--- src/sff_pkg.sv ---
// shared types, constants and the sm4 s-box for the sm4 ff1 decimal fpe block
// no dependencies; every other file imports this package
package sff_pkg;

  localparam int NUM_ROUNDS      = 10;
  localparam int MIN_DIGITS      = 6;
  localparam int MAX_DIGITS      = 18;
  localparam int MAX_TWEAK_BYTES = 16;
  localparam logic [7:0] RADIX_BYTE = 8'h0a;

  localparam int NUM_W  = 30;  // binary half value, below 10^9
  localparam int BCD_W  = 36;  // nine bcd digits
  localparam int HALF_DIGITS = 9;

  typedef enum logic [1:0] {
    ST_OK        = 2'd0,
    ST_BAD_COUNT = 2'd1,
    ST_BAD_TWEAK = 2'd2,
    ST_BAD_DIGIT = 2'd3
  } status_t;

  typedef enum logic {
    REG_KEY_HIGH = 1'b0,
    REG_KEY_LOW  = 1'b1
  } cfg_reg_t;

  typedef struct packed {
    logic              kind;
    status_t           status;
    logic [3:0]        u;
    logic [3:0]        v;
    logic [4:0]        n;
    logic [NUM_W-1:0]  a;
    logic [NUM_W-1:0]  b;
    logic [127:0]      tweak;
    logic [4:0]        t;
  } job_t;

  typedef struct packed {
    logic        busy;
    logic [31:0] rk;
  } key_status_t;

  localparam logic [7:0] SBOX [256] = '{
    8'hd6,8'h90,8'he9,8'hfe,8'hcc,8'he1,8'h3d,8'hb7,8'h16,8'hb6,8'h14,8'hc2,8'h28,8'hfb,8'h2c,8'h05,
    8'h2b,8'h67,8'h9a,8'h76,8'h2a,8'hbe,8'h04,8'hc3,8'haa,8'h44,8'h13,8'h26,8'h49,8'h86,8'h06,8'h99,
    8'h9c,8'h42,8'h50,8'hf4,8'h91,8'hef,8'h98,8'h7a,8'h33,8'h54,8'h0b,8'h43,8'hed,8'hcf,8'hac,8'h62,
    8'he4,8'hb3,8'h1c,8'ha9,8'hc9,8'h08,8'he8,8'h95,8'h80,8'hdf,8'h94,8'hfa,8'h75,8'h8f,8'h3f,8'ha6,
    8'h47,8'h07,8'ha7,8'hfc,8'hf3,8'h73,8'h17,8'hba,8'h83,8'h59,8'h3c,8'h19,8'he6,8'h85,8'h4f,8'ha8,
    8'h68,8'h6b,8'h81,8'hb2,8'h71,8'h64,8'hda,8'h8b,8'hf8,8'heb,8'h0f,8'h4b,8'h70,8'h56,8'h9d,8'h35,
    8'h1e,8'h24,8'h0e,8'h5e,8'h63,8'h58,8'hd1,8'ha2,8'h25,8'h22,8'h7c,8'h3b,8'h01,8'h21,8'h78,8'h87,
    8'hd4,8'h00,8'h46,8'h57,8'h9f,8'hd3,8'h27,8'h52,8'h4c,8'h36,8'h02,8'he7,8'ha0,8'hc4,8'hc8,8'h9e,
    8'hea,8'hbf,8'h8a,8'hd2,8'h40,8'hc7,8'h38,8'hb5,8'ha3,8'hf7,8'hf2,8'hce,8'hf9,8'h61,8'h15,8'ha1,
    8'he0,8'hae,8'h5d,8'ha4,8'h9b,8'h34,8'h1a,8'h55,8'had,8'h93,8'h32,8'h30,8'hf5,8'h8c,8'hb1,8'he3,
    8'h1d,8'hf6,8'he2,8'h2e,8'h82,8'h66,8'hca,8'h60,8'hc0,8'h29,8'h23,8'hab,8'h0d,8'h53,8'h4e,8'h6f,
    8'hd5,8'hdb,8'h37,8'h45,8'hde,8'hfd,8'h8e,8'h2f,8'h03,8'hff,8'h6a,8'h72,8'h6d,8'h6c,8'h5b,8'h51,
    8'h8d,8'h1b,8'haf,8'h92,8'hbb,8'hdd,8'hbc,8'h7f,8'h11,8'hd9,8'h5c,8'h41,8'h1f,8'h10,8'h5a,8'hd8,
    8'h0a,8'hc1,8'h31,8'h88,8'ha5,8'hcd,8'h7b,8'hbd,8'h2d,8'h74,8'hd0,8'h12,8'hb8,8'he5,8'hb4,8'hb0,
    8'h89,8'h69,8'h97,8'h4a,8'h0c,8'h96,8'h77,8'h7e,8'h65,8'hb9,8'hf1,8'h09,8'hc5,8'h6e,8'hc6,8'h84,
    8'h18,8'hf0,8'h7d,8'hec,8'h3a,8'hdc,8'h4d,8'h20,8'h79,8'hee,8'h5f,8'h3e,8'hd7,8'hcb,8'h39,8'h48
  };

  function automatic logic [31:0] sub_word(input logic [31:0] x);
    sub_word = {SBOX[x[31:24]], SBOX[x[23:16]], SBOX[x[15:8]], SBOX[x[7:0]]};
  endfunction

endpackage

--- src/sff_queue.sv ---
// two-entry job queue between front end and cipher back end
// depends on sff_pkg for the job record
module sff_queue
  import sff_pkg::*;
(
  input  logic clk,
  input  logic rst_n,
  input  logic push_valid,
  input  job_t push_job,
  output logic push_ready,
  output logic pop_valid,
  output job_t pop_job,
  input  logic pop_ready
);

  job_t       mem_r [2];
  logic       wr_ptr_r;
  logic       rd_ptr_r;
  logic [1:0] count_r;
  logic       do_push;
  logic       do_pop;

  assign push_ready = (count_r != 2'd2);
  assign pop_valid  = (count_r != 2'd0);
  assign pop_job    = mem_r[rd_ptr_r];
  assign do_push    = push_valid && push_ready;
  assign do_pop     = pop_valid && pop_ready;

  always_ff @(posedge clk) begin
    if (do_push) mem_r[wr_ptr_r] <= push_job;
  end

  always_ff @(posedge clk) begin
    if (!rst_n) begin
      wr_ptr_r <= 1'b0;
      rd_ptr_r <= 1'b0;
      count_r  <= 2'd0;
    end else begin
      if (do_push) wr_ptr_r <= ~wr_ptr_r;
      if (do_pop)  rd_ptr_r <= ~rd_ptr_r;
      count_r <= count_r + {1'b0, do_push} - {1'b0, do_pop};
    end
  end

endmodule

--- config.mk ---
export PLATFORM = sky130hd
export DESIGN_NAME = sff_queue
export DESIGN_NICKNAME = d
export VERILOG_FILES = /design/src/sff_pkg.sv /design/src/sff_queue.sv
export SDC_FILE = /design/constraint.sdc
export NUM_CORES = 1
export LEC_CHECK = 0
export BUFFER_PORTS_ARGS = -buffer_cell sky130_fd_sc_hd__buf_2
export CAP_MARGIN = 0
export CORE_UTILIZATION = 56
export DETAILED_ROUTE_END_ITERATION = 8
export PLACE_DENSITY = 0.85
export SLEW_MARGIN = 20
export SYNTH_ARGS = -nofsm -noshare
export SYNTH_HDL_FRONTEND = slang
export SYNTH_SLANG_ARGS = --single-unit
export TNS_END_PERCENT = 100
--- constraint.sdc ---
create_clock -name clk -period 16.2 [get_ports clk]
set_clock_uncertainty 0.05 [all_clocks]
set_input_delay 0.81 -clock clk [delete_from_list [all_inputs] [get_ports clk]]
set_output_delay 0.81 -clock clk [all_outputs]
set_load 0.01 [all_outputs]
Word level (Yosys, flattened, before mapping):

Memory sizes are Yosys's and may differ from the RTL's. A register that Yosys moved wholly into a read port is not among the register bits.
Cells that the tools add are included.

* logic and storage cells: 16
* bits in registers: 4
* ROM bits: 0
* bits in writable memories: 418
* bits in latches: 0
* memories kept: 1

Memory list
* mem_r: depth 2, width 209, rd ports 1, clocked after Yosys merged registers in 1, wr ports 1, RTL line sff_queue.sv:16 `job_t mem_r [2];`

* $mul: 0
* $lt $le $gt $ge: 0
* reduce and logical (&&, ||, !) cells: 3
* eq/ne operators: 1
* muxes and demuxes: 4
* divide/modulo/power cells: 0
* bitwise operators: 2
* add/subtract/negate cells: 2
* shifts and indexed selects: 0

Operators with widths (number)
* 1-bit two-way mux: 4
* 2-bit by 1-bit adder with 2-bit output: 1
* 1-bit logical AND: 2
* 2-bit != test (second input constant): 1
* 1-bit NOT: 2
* 2-bit nonzero test: 1
* 2-bit by 1-bit subtractor with 2-bit output: 1

Depth between registers and ports, before layout:

* depth in word-level cells: 4
* depth in mapped cells: 8
* depth with buffers taken out: 8

Worst setup path before layout:

OpenSTA, ideal clock, no wires.

* path type: input port to flip-flop
* start: in push_valid
* end: mem mem_r[0][0] (netlist name), enable pin
* data required time: 15368 ps
* path buffers: 0
* arrival: 9569 ps
* setup slack: 5800 ps
* cell stages on the path: 2
* cells stage by stage: nand2_1 -> nor2_1

* cells in the longest elaborated chain, start to end: 3

Ends and longest elaborated chain
* start: declaration: RTL line sff_queue.sv:8 `input logic push_valid,`
* 1-bit logical AND: RTL line sff_queue.sv:26 `assign do_push = push_valid && push_ready;`
* 1-bit two-way mux: RTL line sff_queue.sv:30 `if (do_push) mem_r[wr_ptr_r] <= push_job;`
* 1-bit two-way mux (implied by the code): RTL line sff_queue.sv:30
* end: declaration: RTL line sff_queue.sv:16

No other way between the ends.

==> results.md <==
- Pwr/cell area: 157.0 nW/um^2
- Clock share of power: 29.6%
- Worst path cell trace: buf_4 > mux2_4 > buf_2
- DR pass1 iterations: 4
- Proportion of layout cells with a drive suffix above 1: 60.54%
- Count of antenna-violating nets left after detailed routing: 0
- Placeable core area: 27710 um^2
- TritonCTS clock tree: built
- Most frequent cell after synthesis: edfxtp_1
- Clock root buffer: clkbuf_16
- Port buffer count: 423
- Post-synth EDFFs: 418
- Max frequency: 0.2601 GHz
- Post-synth ARST share: 0%
- Type of the setup path with the least slack: reg2out
- Effective utilization at floorplan: 56.83%
- Total Routed Length: 31820 um
- Slew headroom: 28.90%
- Bufs on Longest Clock Path: 3
- Layout Area Growth over Synthesis: 23.78%
- Total standard cell area after synthesis: 15750 um^2
- VDD IR max: 0.0001377 V
- Row cnt: 61
- Required time of the critical path: 15340 ps
- Vias per inst: 5.210
- Final cycle utilization of the critical path: 23.74%
- Transition time at the pin with the least slew margin: 1066 ps
- Sequential element share of the synthesized area: 80.36%
- Die Width: 169.7 um
- Cts bufs inserted: 42
- Via count of the first global-routing pass: 8321
- Post-CTS repair timing setup buffer count: 0
- Internal power summed over all cells: 2.252 mW
- Average instance area after synthesis: 23.36 um^2
- Proportion of power drawn by flip-flops and latches: 46.9%
- Slew Limit Fails: 0
- Slowest library cell on the worst path: dfxtp_4
- Via Count: 8029
- Mean routed wirelength per cell: 20.65 um
- Path type of the worst min-delay path: in2reg
- Kind of start point of the critical path: flop
- Max capacitance violation total: 0
- Largest fanout on the critical path: 58
- Insertion delay of the later-clocked pin in the worst-skew pair: 520 ps
- Switching Power: 0.8070 mW
- Total Die Area: 28790 um^2
- Final #Nets: 1341
- Final weighted congestion in routability-driven placement: 0.7740
- Count of final setup violators: 0
- Total Neg Setup Slack: 0 ps
- CP arrival: 2990 ps
- Detailed-placement wirelength estimate: 21300 um
- Switching portion of total power: 26.38%
- Number of instances resized during post-cts repair: 0
- CTS H-tree lvls: 2
- Number of storage elements in the synthesis netlist: 423
- Drc violations: 0
- Cell Area, Placed: 18180 um^2
- Count of cell types in the netlist: 20
- Top cell types by occurrence after synthesis: edfxtp_1 (418), mux2_2 (109), mux2_4 (100), buf_2 (10), buf_8 (10)
- CTS hold repair buffers: 0
- Largest cells by area after synthesis: edfxtp_1 (80%), mux2_4 (9.5%), mux2_2 (7.8%), buf_8 (0.95%), dfxtp_1 (0.64%)
- Syn Inst Count: 674
- Peak per-stage delay on the critical path: 1000 ps
- Overall track demand over capacity in global routing: 21.26%
- Die Y: 169.7 um
- CP Capture Type: output pin
- Most common flop cell mapped by yosys: edfxtp_1
- Global route total overflow: 0
- RSZ-0062 raised after global routing: no
- Outcome: completed
- Clk slew on worst S/H paths: 60 ps
- Count of endpoints failing hold in the final timing report: 0
- Sinks on the clock net: 423
- Comb power frac: 23.5%
- First-pass GRT wire length: 45540 um
- Final cell area excluding filler cells: 19490 um^2
- Leakage power figure: 7.464 nW
- Synthesis Warnings: 0
- DRC violation total after the first TritonRoute iteration: 486
- Number of I/O pins: 424
- Cell accounting for the most synthesized area: edfxtp_1
- Proportion of netlist area held by the largest area contributor: 79.72%
- Post-Syn Nets: 889
- Final min period: 3845 ps
- Largest net degree at the start of global routing: 80
- Antenna violations before repair: 9
[sequential cells by signal, indices dropped and copies added (netlist names), named ones only]
| name | flops |
|---|---|
| count_r | 2 |
| mem_r | 418 |
| rd_ptr_r | 1 |
| wr_ptr_r | 1 |
[cell usage in the layout, fill, tap and decap left out, types with 3 or more instances in the layout]
cell	synthesis	final
edfxtp_1	418	418
dfxtp_1	5	4
clkbuf_1	0	9
clkinv_2	0	7
buf_2	10	423
diode_2	0	5
mux2_2	109	109
buf_4	1	8
clkinv_1	0	10
mux2_4	100	100
clkbuf_16	0	43
xnor2_1	3	3
[final timing paths]
check,cells past startpoint,start,end,slack [ps]
hold reg to reg,2,wr_ptr_r$_SDFFE_PN0N_,wr_ptr_r$_SDFFE_PN0N_,480
hold / removal,1,push_job[4],mem_r[1][4]$_DFFE_PP_,420
setup / recovery,3,flop,pop_job[113],12350
setup reg to reg,5,count_r[0]$_SDFF_PN0_,mem_r[0][130]$_DFFE_PP_,12950
[worst max-delay path, delay by kind of cell (launching register included)]
kind | cells | cell delay, ps
DFF | 1 | 1000
buffers and inverters | 2 | 1000
muxes | 1 | 360
[cell families after synthesis]
family          Yosys count  share of synthesized area (%)
flops                   423                          80.36
mux                     210                          17.40
buf+inv                  24                          1.486
simple gates             11                         0.3894
xor+xnor                  3                         0.1669
fa+ha+maj                 2                         0.1589
compound gates            1                        0.04770
[routing by layer]
layer	global-route usage (%)	vias up	share of wire (%)
met5	0	-	0.12
met4	8.382	6	3.0
met3	8.022	75	9.8
met2	37.49	378	52
met1	23.03	3967	35
li1	-	3603	-
[layout make-up]
class                      instances  area (um^2)
tap                              378        473.0
clock inverter                    22        157.7
sequential                       423        12660
inverter                           1        3.754
antenna                            5        12.51
clock buffer                      54         1137
timing repair buffer             431         2177
fill                            1706         8217
multi-input combinational        227         2872
[power by group through the flow]
stage	clock [mW]	sequential (mW)	combinational (mW)
floorplan	0	1.47	0.497
global placement	0	1.45	0.708
detailed placement	0	1.46	0.718
CTS	0.923	1.44	0.724
global route	0.963	1.45	0.763
finish	0.905	1.44	0.719
[stage by stage]
| step | power, mW | setup WS [ps] | hold WS, ps | utilization (%) | cells |
|---|---|---|---|---|---|
| 3_3_place_gp | 2.154 | 12630 | 461.4 | 65.62 | 1460 |
| 4_1_cts | 3.084 | 12350 | 404.2 | 70.30 | 1536 |
| 2_1_floorplan | 1.965 | 5800 | 404.9 | - | 674 |
| 3_5_place_dp | 2.176 | 12610 | 474.3 | 65.62 | 1460 |
| 6_report | 3.059 | 12350 | 424.8 | 70.34 | 1541 |
| 5_1_grt | 3.173 | 12240 | 405.8 | 70.33 | 1540 |
(Power assumes the default switching activity.)
