$ cat src/sff_pkg.sv
// shared types, constants and the sm4 s-box for the sm4 ff1 decimal fpe block
// no dependencies; every other file imports this package
package sff_pkg;

  localparam int NUM_ROUNDS      = 10;
  localparam int MIN_DIGITS      = 6;
  localparam int MAX_DIGITS      = 18;
  localparam int MAX_TWEAK_BYTES = 16;
  localparam logic [7:0] RADIX_BYTE = 8'h0a;

  localparam int NUM_W  = 30;  // binary half value, below 10^9
  localparam int BCD_W  = 36;  // nine bcd digits
  localparam int HALF_DIGITS = 9;

  typedef enum logic [1:0] {
    ST_OK        = 2'd0,
    ST_BAD_COUNT = 2'd1,
    ST_BAD_TWEAK = 2'd2,
    ST_BAD_DIGIT = 2'd3
  } status_t;

  typedef enum logic {
    REG_KEY_HIGH = 1'b0,
    REG_KEY_LOW  = 1'b1
  } cfg_reg_t;

  typedef struct packed {
    logic              kind;
    status_t           status;
    logic [3:0]        u;
    logic [3:0]        v;
    logic [4:0]        n;
    logic [NUM_W-1:0]  a;
    logic [NUM_W-1:0]  b;
    logic [127:0]      tweak;
    logic [4:0]        t;
  } job_t;

  typedef struct packed {
    logic        busy;
    logic [31:0] rk;
  } key_status_t;

  localparam logic [7:0] SBOX [256] = '{
    8'hd6,8'h90,8'he9,8'hfe,8'hcc,8'he1,8'h3d,8'hb7,8'h16,8'hb6,8'h14,8'hc2,8'h28,8'hfb,8'h2c,8'h05,
    8'h2b,8'h67,8'h9a,8'h76,8'h2a,8'hbe,8'h04,8'hc3,8'haa,8'h44,8'h13,8'h26,8'h49,8'h86,8'h06,8'h99,
    8'h9c,8'h42,8'h50,8'hf4,8'h91,8'hef,8'h98,8'h7a,8'h33,8'h54,8'h0b,8'h43,8'hed,8'hcf,8'hac,8'h62,
    8'he4,8'hb3,8'h1c,8'ha9,8'hc9,8'h08,8'he8,8'h95,8'h80,8'hdf,8'h94,8'hfa,8'h75,8'h8f,8'h3f,8'ha6,
    8'h47,8'h07,8'ha7,8'hfc,8'hf3,8'h73,8'h17,8'hba,8'h83,8'h59,8'h3c,8'h19,8'he6,8'h85,8'h4f,8'ha8,
    8'h68,8'h6b,8'h81,8'hb2,8'h71,8'h64,8'hda,8'h8b,8'hf8,8'heb,8'h0f,8'h4b,8'h70,8'h56,8'h9d,8'h35,
    8'h1e,8'h24,8'h0e,8'h5e,8'h63,8'h58,8'hd1,8'ha2,8'h25,8'h22,8'h7c,8'h3b,8'h01,8'h21,8'h78,8'h87,
    8'hd4,8'h00,8'h46,8'h57,8'h9f,8'hd3,8'h27,8'h52,8'h4c,8'h36,8'h02,8'he7,8'ha0,8'hc4,8'hc8,8'h9e,
    8'hea,8'hbf,8'h8a,8'hd2,8'h40,8'hc7,8'h38,8'hb5,8'ha3,8'hf7,8'hf2,8'hce,8'hf9,8'h61,8'h15,8'ha1,
    8'he0,8'hae,8'h5d,8'ha4,8'h9b,8'h34,8'h1a,8'h55,8'had,8'h93,8'h32,8'h30,8'hf5,8'h8c,8'hb1,8'he3,
    8'h1d,8'hf6,8'he2,8'h2e,8'h82,8'h66,8'hca,8'h60,8'hc0,8'h29,8'h23,8'hab,8'h0d,8'h53,8'h4e,8'h6f,
    8'hd5,8'hdb,8'h37,8'h45,8'hde,8'hfd,8'h8e,8'h2f,8'h03,8'hff,8'h6a,8'h72,8'h6d,8'h6c,8'h5b,8'h51,
    8'h8d,8'h1b,8'haf,8'h92,8'hbb,8'hdd,8'hbc,8'h7f,8'h11,8'hd9,8'h5c,8'h41,8'h1f,8'h10,8'h5a,8'hd8,
    8'h0a,8'hc1,8'h31,8'h88,8'ha5,8'hcd,8'h7b,8'hbd,8'h2d,8'h74,8'hd0,8'h12,8'hb8,8'he5,8'hb4,8'hb0,
    8'h89,8'h69,8'h97,8'h4a,8'h0c,8'h96,8'h77,8'h7e,8'h65,8'hb9,8'hf1,8'h09,8'hc5,8'h6e,8'hc6,8'h84,
    8'h18,8'hf0,8'h7d,8'hec,8'h3a,8'hdc,8'h4d,8'h20,8'h79,8'hee,8'h5f,8'h3e,8'hd7,8'hcb,8'h39,8'h48
  };

  function automatic logic [31:0] sub_word(input logic [31:0] x);
    sub_word = {SBOX[x[31:24]], SBOX[x[23:16]], SBOX[x[15:8]], SBOX[x[7:0]]};
  endfunction

endpackage

$ cat src/sff_front.sv
// front end: takes requests, checks lengths and digits, turns bcd halves into binary
// depends on sff_pkg; feeds jobs into sff_queue
module sff_front
  import sff_pkg::*;
(
  input  logic               clk,
  input  logic               rst_n,
  input  logic               in_valid,
  output logic               in_ready,
  input  logic               in_kind,
  input  logic [4:0]         in_digit_count,
  input  logic [BCD_W-1:0]   in_left_digits,
  input  logic [BCD_W-1:0]   in_right_digits,
  input  logic [63:0]        in_tweak_high,
  input  logic [63:0]        in_tweak_low,
  input  logic [4:0]         in_tweak_length,
  output logic               push_valid,
  output job_t               push_job,
  input  logic               push_ready
);

  typedef enum logic [1:0] {F_IDLE, F_CONV, F_PUSH} fstate_t;

  fstate_t          state_r;
  job_t             job_r;
  logic [BCD_W-1:0] lbcd_r;
  logic [BCD_W-1:0] rbcd_r;
  logic [3:0]       cnt_r;

  logic [3:0]       u_nxt;
  logic [4:0]       v_nxt;
  logic             bad_digit_nxt;
  status_t          status_nxt;
  logic [NUM_W-1:0] a_nxt;
  logic [NUM_W-1:0] b_nxt;

  assign in_ready   = (state_r == F_IDLE);
  assign push_valid = (state_r == F_PUSH);
  assign push_job   = job_r;

  always_comb begin
    u_nxt = in_digit_count[4:1];
    v_nxt = in_digit_count - {1'b0, u_nxt};
    bad_digit_nxt = 1'b0;
    for (int k = 0; k < HALF_DIGITS; k++) begin
      // only nibbles in use are checked
      if ((4'(k) < u_nxt) && (in_left_digits[4*k +: 4] > 4'd9)) bad_digit_nxt = 1'b1;
      if ((5'(k) < v_nxt) && (in_right_digits[4*k +: 4] > 4'd9)) bad_digit_nxt = 1'b1;
    end
    if ((in_digit_count < 5'(MIN_DIGITS)) || (in_digit_count > 5'(MAX_DIGITS))) begin
      status_nxt = ST_BAD_COUNT;
    end else if (in_tweak_length > 5'(MAX_TWEAK_BYTES)) begin
      status_nxt = ST_BAD_TWEAK;
    end else if (bad_digit_nxt) begin
      status_nxt = ST_BAD_DIGIT;
    end else begin
      status_nxt = ST_OK;
    end
  end

  // one digit per half each cycle, top nibble first
  always_comb begin
    a_nxt = job_r.a;
    b_nxt = job_r.b;
    if (cnt_r < job_r.u) begin
      a_nxt = {job_r.a[NUM_W-4:0], 3'b000} + {job_r.a[NUM_W-2:0], 1'b0}
              + NUM_W'(lbcd_r[BCD_W-1 -: 4]);
    end
    if (cnt_r < job_r.v) begin
      b_nxt = {job_r.b[NUM_W-4:0], 3'b000} + {job_r.b[NUM_W-2:0], 1'b0}
              + NUM_W'(rbcd_r[BCD_W-1 -: 4]);
    end
  end

  always_ff @(posedge clk) begin
    if (!rst_n) begin
      state_r <= F_IDLE;
    end else begin
      case (state_r)
        F_IDLE: begin
          if (in_valid) begin
            job_r.kind   <= in_kind;
            job_r.status <= status_nxt;
            job_r.u      <= u_nxt;
            job_r.v      <= v_nxt[3:0];
            job_r.n      <= in_digit_count;
            job_r.a      <= '0;
            job_r.b      <= '0;
            job_r.tweak  <= {in_tweak_high, in_tweak_low};
            job_r.t      <= in_tweak_length;
            lbcd_r       <= in_left_digits;
            rbcd_r       <= in_right_digits;
            cnt_r        <= 4'(HALF_DIGITS - 1);
            state_r      <= (status_nxt == ST_OK) ? F_CONV : F_PUSH;
          end
        end
        F_CONV: begin
          job_r.a <= a_nxt;
          job_r.b <= b_nxt;
          lbcd_r  <= {lbcd_r[BCD_W-5:0], 4'h0};
          rbcd_r  <= {rbcd_r[BCD_W-5:0], 4'h0};
          cnt_r   <= cnt_r - 4'd1;
          if (cnt_r == 4'd0) state_r <= F_PUSH;
        end
        F_PUSH: begin
          if (push_ready) state_r <= F_IDLE;
        end
        default: state_r <= F_IDLE;
      endcase
    end
  end

endmodule

$ cat config.mk
export PLATFORM = sky130hd
export DESIGN_NAME = sff_front
export DESIGN_NICKNAME = d
export VERILOG_FILES = /design/src/sff_pkg.sv /design/src/sff_front.sv
export SDC_FILE = /design/constraint.sdc
export NUM_CORES = 1
export LEC_CHECK = 0
export ABC_AREA = 1
export ABC_CLOCK_PERIOD_IN_PS = 15350
export BUFFER_PORTS_ARGS = -buffer_cell sky130_fd_sc_hd__buf_2
export CAP_MARGIN = 15
export CORE_ASPECT_RATIO = 1.2
export CORE_MARGIN = 8
export CORE_UTILIZATION = 45
export DETAILED_ROUTE_END_ITERATION = 6
export PLACE_DENSITY = 0.71
export SLEW_MARGIN = 30
export SYNTH_ARGS = -nofsm -noshare
export SYNTH_HDL_FRONTEND = slang
export SYNTH_SLANG_ARGS = --single-unit
$ cat constraint.sdc
create_clock -name clk -period 15.35 [get_ports clk]
set_clock_uncertainty 0.15 [all_clocks]
set_input_delay 3.07 -clock clk [delete_from_list [all_inputs] [get_ports clk]]
set_output_delay 3.07 -clock clk [all_outputs]
set_load 0.005 [all_outputs]
======== Word-level counts from Yosys, hierarchy flattened ========
Index checks and enable logic that the tools add are counted.
word-level totals
  register bits ........................... 287
  output and inout bits ................... 211
  logic and storage cells ................. 131
cells by class
  $add $sub $neg .......................... 6
  magnitude comparators ................... 41
  equal/unequal tests ..................... 7
  muxes and demuxes ....................... 36
  reduce and logical (&&, ||, !) cells .... 28
operators by type and width
  operator                                                              count
  193-bit two-way mux                                                   1
  36-bit case mux with 2 select lines                                   2
  60-bit case mux with 2 select lines                                   1
  4-bit > comparator (second input constant)                            18
  36-bit two-way mux                                                    2
  30-bit adder                                                          2
  30-bit by 4-bit adder with 30-bit output                              2
  30-bit two-way mux                                                    2
  3-bit by 5-bit < comparator with 1-bit output (first input constant)  4
  1-bit logical AND                                                     18
  1-bit two-way mux                                                     18
  3-bit by 4-bit < comparator with 1-bit output (first input constant)  4
  2-bit two-way mux                                                     7
  5-bit > comparator (second input constant)                            2
  1-bit by 5-bit < comparator with 1-bit output (first input constant)  2
  2-bit by 5-bit < comparator with 1-bit output (first input constant)  2
  3-bit AND reduction                                                   3
  1-bit by 4-bit < comparator with 1-bit output (first input constant)  2
  2-bit by 4-bit < comparator with 1-bit output (first input constant)  2
  4-bit < comparator                                                    2
  2-bit != test (second input constant)                                 4
  4-bit case mux with 2 select lines                                    1
  4-bit AND reduction                                                   2
  2-bit case mux with 3 select lines                                    1
  other kinds (13)                                                      14

======== Longest topological paths before layout ========
Gate-level depths: netlist (run 1).
  word-level depth ........................ 27
  depth in mapped cells ................... 16
  mapped depth without buffers ............ 16

======== Least setup slack after synthesis (run 1) ========
No wires, ideal clock.
  kind .................................... input to register
  start ................................... in in_valid
  end ..................................... reg job_r (netlist bit push_job[133]) (enable)
  library setup time ...................... 0.417 ns
  arrival time ............................ 10.152 ns
  data required time ...................... 14.783 ns
  setup slack ............................. 4.631 ns
  stages .................................. 4
  path buffers ............................ 0
  cells stage by stage .................... nor2_1 -> nor3_1 -> inv_1 -> nor2_1
between the ends
  longest elaborated chain between the ends .. 2
ends and longest elaborated chain
  item                                  RTL line         text
  start: declaration                    sff_front.sv:8   input logic in_valid,
  2-bit != test (no source line)        n/a
  4-bit AND reduction (no source line)  n/a
  end: declaration                      sff_front.sv:25  job_t job_r;
Every way passes these cells.
A chain may end at the register's enable or synchronous reset.

======== Worst setup path in the final report (run 1) ========
  start ................................... in in_digit_count[0]
  end ..................................... reg state_r[0]
between the ends
  longest elaborated chain between the ends .. 27
  elaborated cells between the ends (all ways) .. 46
ends and longest elaborated chain
  item                                           RTL line         text
  start: declaration                             sff_front.sv:11  input logic [4:0] in_digit_count,
  5-bit by 4-bit subtractor with 5-bit output    sff_front.sv:43  v_nxt = in_digit_count - {1'b0, u_nxt};
  1-bit by 5-bit < comparator with 1-bit output  sff_front.sv:48  if ((5'(k) < v_nxt) && (in_right_digits[4*k +: 4] > 4'd9)) bad_digit_nxt = 1'b1;
  1-bit logical AND                              sff_front.sv:48
  1-bit two-way mux                              sff_front.sv:48
  1-bit two-way mux                              sff_front.sv:47  if ((4'(k) < u_nxt) && (in_left_digits[4*k +: 4] > 4'd9)) bad_digit_nxt = 1'b1;
  1-bit two-way mux                              sff_front.sv:48
  1-bit two-way mux                              sff_front.sv:47
  1-bit two-way mux                              sff_front.sv:48
  [... 11 more ...]                              n/a
  1-bit two-way mux                              sff_front.sv:48
  2-bit two-way mux                              sff_front.sv:54  end else if (bad_digit_nxt) begin
  2-bit two-way mux                              sff_front.sv:52  end else if (in_tweak_length > 5'(MAX_TWEAK_BYTES)) begin
  2-bit two-way mux (*)                          sff_front.sv:50  if ((in_digit_count < 5'(MIN_DIGITS)) || (in_digit_count > 5'(MAX_DIGITS))) begin
  2-bit zero test (*)                            sff_front.sv:94  state_r <= (status_nxt == ST_OK) ? F_CONV : F_PUSH;
  2-bit two-way mux (*)                          sff_front.sv:94
  2-bit two-way mux (*)                          sff_front.sv:81  if (in_valid) begin
  2-bit case mux with 3 select lines (*)         sff_front.sv:79  case (state_r)
  end signal: assignment                         sff_front.sv:94
  end: declaration                               sff_front.sv:24  fstate_t state_r;
Every way passes the cells marked *; elsewhere a longest branch is shown, timed or not. The select of a mux whose other input is x is not followed.

==> results of run 1 <==
## synthesized netlist by cell type, types with 5 or more instances
cell type  number  area [µm²]
a211oi_1        6        45.0
a21o_1          7        52.6
a21oi_1       104         521
a21oi_2         9        78.8
buf_2           8        40.0
clkbuf_1       11        41.3
edfxtp_1      281        8440
fa_1            5         100
ha_1          124        1550
inv_1         103         387
nand2_1       327        1230
nand2_2         5        31.3
nand3_1        38         190
nand4_1        14        87.6
nor2_1        102         383
nor3_1          7        35.0
o211ai_1        6        45.0
o21a_1         11        82.6
o21ai_0        65         325
o21ai_1         7        35.0
o21bai_1        6        45.0
xor2_1         10        87.6
## final cells by class
cell class	instances	area share, %
diodes	7	0.0978
clock buffers	35	4.41
clock inverters	20	1.47
multi-input cells	888	29.3
inverters	106	2.23
well taps	401	2.80
repair buffers	434	12.4
flip-flops and latches	283	47.3
## where the power goes
group	switching [W]	internal, W	leakage, nW
Combinational	0.000151	0.0000928	4.98
Sequential	0.0000169	0.000893	2.65
Clock	0.000303	0.000469	0.514
Total	0.000470	0.00145	8.14
## worst paths after layout
check	from	endpoint	cells past startpoint
max	in_digit_count[0]	state_r[0]	16
min	lbcd_r[8]	lbcd_r[12]	2
min reg2reg	lbcd_r[8]	lbcd_r[12]	2
max reg2reg	state_r[0]	push_job[179]	7
## worst register-to-register path: stages (launching register included)
cell and delay, ns:
dfxtp_1 0.41, inv_1 0.09, nor2_4 0.66, clkinv_2 0.66, buf_4 0.52, nor2_1 0.26, nor2_2 0.04, buf_4 0.26
## cells in the final DEF, fill, tap and decap left out, drive strengths merged, types with 6 or more instances in the layout
cell / netlist / final
o21bai: 7 / 7
nand3: 40 / 40
a21o: 8 / 8
o21ai: 74 / 74
a211oi: 6 / 6
o21a: 11 / 11
buf: 14 / 434
a21oi: 114 / 114
clkbuf: 11 / 35
xor2: 10 / 10
ha: 124 / 124
nor3: 8 / 8
o211ai: 6 / 6
bufinv: 0 / 6
nand2: 333 / 333
nand4: 15 / 15
clkinv: 0 / 13
inv: 106 / 106
nor2: 106 / 106
edfxtp: 281 / 281
diode: 0 / 7
## kinds of logic (layout without fill, tap and decap cells)
| kind of cell | Yosys count | count (layout) | share of synthesized area (%) |
|---|---|---|---|
| flip-flops | 283 | 283 | 59.6 |
| buffers and inverters | 131 | 595 | 3.64 |
| adder cells (fa/ha/maj) | 129 | 129 | 11.6 |
| other | 0 | 7 | 0 |
| AND/OR/NAND/NOR | 508 | 508 | 14.6 |
| AO/OA/AOI/OAI | 237 | 237 | 9.65 |
| XOR/XNOR | 14 | 14 | 0.863 |
## layer usage
layer / share of wire (%) / vias up
li1: - / 5477
met1: 37 / 5304
met2: 53 / 422
met3: 8.5 / 64
met4: 1.9 / 10
met5: 0.14 / -
## flip-flops by register name, indices dropped and copies added (netlist names)
name and flops:
cnt_r 4, push_job 205, rbcd_r 36, state_r 2
lbcd_r 36
## metrics by stage
stage	cell area [µm²]	instances	total power (W)	utilization, %	setup slack, ns
floorplan	14200	1302	0.00107	-	4.63
global placement	16800	2111	0.00116	53.8	9.91
detailed placement	16800	2112	0.00117	53.9	9.91
CTS	17900	2167	0.00194	57.2	10.50
global route	17900	2168	0.00200	57.2	10.31
finish	17900	2174	0.00192	57.3	10.48
==> flow_metrics.env, run 1 <==
export IMPL_status="complete, no violations"
export IMPL_fin_crit_sh_pct=31.7
export IMPL_drive_gt1_share_pct=29.4
export IMPL_postCtsSetupBuffers=0
export IMPL_hp_class="register to register"
export IMPL_io_pins=426
export IMPL_setup_viol=0
export IMPL_hold_slack_ns=0.359
export IMPL_num_vias=11277
export IMPL_wirelength_mm=43.6
export IMPL_port_buffers=425
export IMPL_grtUsageMet3_pct=6.10
export IMPL_rsz0062_at_grt="no"
export IMPL_path_max_fanout=6
export IMPL_max_slew_margin_pct=40.9
export IMPL_grt_pass1_wl_mm=64.7
export IMPL_ys_flop_type="edfxtp_1"
export IMPL_irDropWorstVdd_v=0.0000986
export IMPL_ys_ff_latch=283
export IMPL_core_area_mm2=0.0313
export IMPL_end_kind="register"
export IMPL_crit_chain="buf_2 -> inv_1 -> ha_1 -> fa_1 -> nand3b_1 -> nand2_1 -> nand2_2 -> nand2_4 -> nand3_1 -> nand2_1 -> nand3_1 -> nor2_2 -> nand4_2 -> nor2_1 -> nor2_1 -> nor2_1"
export IMPL_fmax_mhz=205
export IMPL_numClockSinks=283
export IMPL_p_leak_nw=8.14
export IMPL_rows=71
export IMPL_first_global_vias=11316
export IMPL_grt_max_degree=77
export IMPL_multiInputGateArea_mm2=0.00525
export IMPL_hold_buffers=0
export IMPL_start_util_pct=45.5
export IMPL_synth_edf_count=281
export IMPL_fp_dieW_um=178
export IMPL_cp_slowest_cell="fa_1"
export IMPL_routedWlPerCell_um=20.0
export IMPL_critical_path_most_common_cell="nor2_1"
export IMPL_drc=0
export IMPL_min_period_ns=4.87
export IMPL_post_cts_resize_count=0
export IMPL_reg2reg_setup_slack_ns=11.99
export IMPL_use_met1_pct=25.4
export IMPL_grt_use_total_pct=22.4
export IMPL_async_flop_share_pct=0
export IMPL_hold_violations=0
export IMPL_dp_hpwl_mm=34.9
export IMPL_path_clk_slew_ns=0.06
export IMPL_ys_seq_area_share_pct=59.6
export IMPL_fp_dieH_um=211
export IMPL_numCtsBuffers=30
export IMPL_syn_nets=1646
export IMPL_cts_tree="yes"
export IMPL_critical_path_arrival_ns=5.22
export IMPL_grt_use_met2_pct=41.3
export IMPL_cap_viol_max_count=0
export IMPL_die_area_mm2=0.0376
export IMPL_avgViaCountPerCell=5.19
export IMPL_avgSynthCellArea_um2=10.9
export IMPL_cts_root_buf="clkbuf_16"
export IMPL_nNetsFinal=2087
export IMPL_antenna_found_initial=13
export IMPL_first_pass_iters=5
export IMPL_busiest_layer="met2"
export IMPL_clk_path_buf_depth=3
export IMPL_fillCellCount=2726
export IMPL_regArea_mm2=0.00848
export IMPL_finalSetupTns_ns=0
export IMPL_yosys_warnings=0
export IMPL_startpoint_type="input pin"
export IMPL_cts_htree_levels=1
export IMPL_syn_to_final_growth_pct=26.0
export IMPL_antenna_left=0
export IMPL_slowest_delay_ns=0.42
export IMPL_path_delay_family="simple AND/OR/NAND/NOR gates"
export IMPL_synth_area_mm2=0.0142
export IMPL_worstMarginPinSlew_ns=0.885
export IMPL_yosys_cell_types_count=46
export IMPL_power_density_mw_per_mm2=107
export IMPL_drv_slew=0
export IMPL_gp_congestion=0.913
export IMPL_clkLatencyLatePin_ns=0.57
export IMPL_critical_path_class="input pin to register"
export IMPL_syn_inst=1302
export IMPL_drt_iter0_drc=783
export IMPL_cp_buffers_inverters=2
export IMPL_overflow=0
export IMPL_cp_required_ns=15.69
Power figures use the tool's default switching activity.
==> run 2: changes to the inputs <==
- ABC_CLOCK_PERIOD_IN_PS: 15350 -> 4700
- clock period: 15.35 -> 4.7 ns (I/O delays scaled with it)
==> flow_metrics.env, run 2 (synthesis gave the netlist of run 1 again) <==
export IMPL_status="complete, no violations"
export IMPL_clkLatencyLatePin_ns=0.57
export IMPL_cts_htree_levels=1
export IMPL_finalSetupTns_ns=0
export IMPL_drive_gt1_share_pct=29.4
export IMPL_core_area_mm2=0.0313
export IMPL_gp_congestion=0.910
export IMPL_slowest_delay_ns=0.59
export IMPL_timing_rr_start="push_job[163]"
export IMPL_drv_slew=0
export IMPL_die_area_mm2=0.0376
export IMPL_wirelength_mm=43.7
export IMPL_hp_class="register to register"
export IMPL_postCtsSetupBuffers=0
export IMPL_drt_iter0_drc=883
export IMPL_port_buffers=425
export IMPL_clk_path_buf_depth=3
export IMPL_syn_to_final_growth_pct=25.8
export IMPL_p_leak_nw=8.14
export IMPL_rows=71
export IMPL_crit_start="push_job[163]"
export IMPL_nNetsFinal=2088
export IMPL_fin_util_pct=57.2
export IMPL_grt_max_degree=84
export IMPL_start_util_pct=45.5
export IMPL_path_clk_slew_ns=0.06
export IMPL_largest_reg_flops=205
export IMPL_irDropWorstVdd_v=0.000416
export IMPL_reg2reg_setup_slack_ns=1.63
export IMPL_min_period_ns=3.07
export IMPL_max_slew_margin_pct=41.3
export IMPL_grt_pass1_wl_mm=65.0
export IMPL_routedWlPerCell_um=20.1
export IMPL_r2r_end="push_job[191]"
export IMPL_dp_hpwl_mm=34.7
export IMPL_endpoint="push_job[191]"
export IMPL_fin_ws_ns=1.63
export IMPL_cts_tree="yes"
export IMPL_cap_viol_max_count=0
export IMPL_cts_root_buf="clkbuf_16"
export IMPL_final_common_cell="buf_2"
export IMPL_cp_required_ns=4.85
export IMPL_num_vias=11307
export IMPL_antenna_left=0
export IMPL_antenna_found_initial=9
export IMPL_fmax_mhz=326
export IMPL_power_density_mw_per_mm2=350
export IMPL_critical_path_class="register to register"
export IMPL_critical_path_most_common_cell="a21oi_1"
export IMPL_ff2ff_path_depth=12
export IMPL_first_pass_iters=5
export IMPL_numClockSinks=283
export IMPL_critical_path_arrival_ns=3.22
export IMPL_mostFrequentLayoutCells="buf_2 (425), nand2_1 (327), edfxtp_1 (281), ha_1 (124), a21oi_1 (104)"
export IMPL_worstMarginPinSlew_ns=0.881
export IMPL_setup_viol=0
export IMPL_overflow=0
export IMPL_dp_slack_ns=1.49
export IMPL_fin_crit_sh_pct=65.2
export IMPL_path_max_fanout=4
export IMPL_hold_violations=0
export IMPL_startpoint_type="register"
export IMPL_post_cts_resize_count=0
export IMPL_hold_buffers=0
export IMPL_drc=0
export IMPL_io_pins=426
export IMPL_grt_use_total_pct=22.5
export IMPL_avgViaCountPerCell=5.22
export IMPL_numCtsBuffers=30
export IMPL_cp_slowest_cell="fa_1"
export IMPL_fp_dieH_um=211
export IMPL_end_kind="register"
export IMPL_crit_chain="fa_1 -> inv_1 -> fa_1 -> nand3b_1 -> nand2_1 -> a21oi_1 -> inv_1 -> nand2_1 -> a21oi_2 -> a21oi_1 -> o21ai_0 -> a21oi_1"
export IMPL_first_global_vias=11401
export IMPL_fp_dieW_um=178
export IMPL_rsz0062_at_grt="no"
## run 2: cell types whose count changed in the layout (fill, tap and decap cells not counted), sizes merged
cell / delta
buf: +1
clkbuf: +1
clkinv: -2
diode: -6
## run 2: metrics by stage
stage / hold slack [ns] / instance area, µm² / power, W / std cells
finish: 0.364 / 17900 / 0.00627 / 2168
global route: 0.363 / 17900 / 0.00651 / 2167
CTS: 0.361 / 17900 / 0.00633 / 2167
detailed placement: 0.354 / 16800 / 0.00382 / 2113
global placement: 0.347 / 16800 / 0.00380 / 2113
floorplan: 0.344 / 14200 / 0.00347 / 1302
## run 2: power by group
| group | internal, W | leakage [nW] | total [W] | switching [W] |
|---|---|---|---|---|
| Combinational | 0.000302 | 4.98 | 0.000799 | 0.000496 |
| Clock | 0.00153 | 0.509 | 0.00250 | 0.000974 |
| Sequential | 0.00291 | 2.65 | 0.00297 | 0.0000524 |
| Total | 0.00474 | 8.14 | 0.00627 | 0.00152 |
## run 2: layer usage
layer | part of all wire (%) | vias to the layer above | global-route usage (%)
met5 | 0.13 | - | 0
met3 | 8.4 | 74 | 5.94
met1 | 38 | 5345 | 26.0
met4 | 2.4 | 10 | 5.57
met2 | 52 | 425 | 40.6
li1 | - | 5453 | -
## run 2: worst max-delay path, delay by kind of cell (launching register included)
family / cells / cell delay (ns)
compound gates: 5 / 0.62
fa+ha+maj: 2 / 1.04
buf+inv: 2 / 0.16
flops: 1 / 0.43
simple gates: 3 / 0.41
## run 2: final cells by class
class | instances | area, µm²
diodes | 1 | 2.50
clock inverters | 18 | 243
inverters | 106 | 399
flip-flops and latches | 283 | 8480
multi-input cells | 888 | 5250
repair buffers | 435 | 2220
clock buffers | 36 | 795
well taps | 401 | 502
fillers | 2718 | 13400
## run 2: worst min path at each step
| stage | from | to | slack [ns] | cells past startpoint |
|---|---|---|---|---|
| global placement | lbcd_r[1] | lbcd_r[5] | 0.35 | 2 |
| detailed placement | lbcd_r[17] | lbcd_r[21] | 0.35 | 2 |
| global route | in_tweak_high[29] | push_job[98] | 0.36 | 1 |
| CTS | in_tweak_low[29] | push_job[34] | 0.36 | 1 |
| finish | rbcd_r[1] | rbcd_r[5] | 0.36 | 2 |
| floorplan | lbcd_r[6] | lbcd_r[10] | 0.34 | 2 |
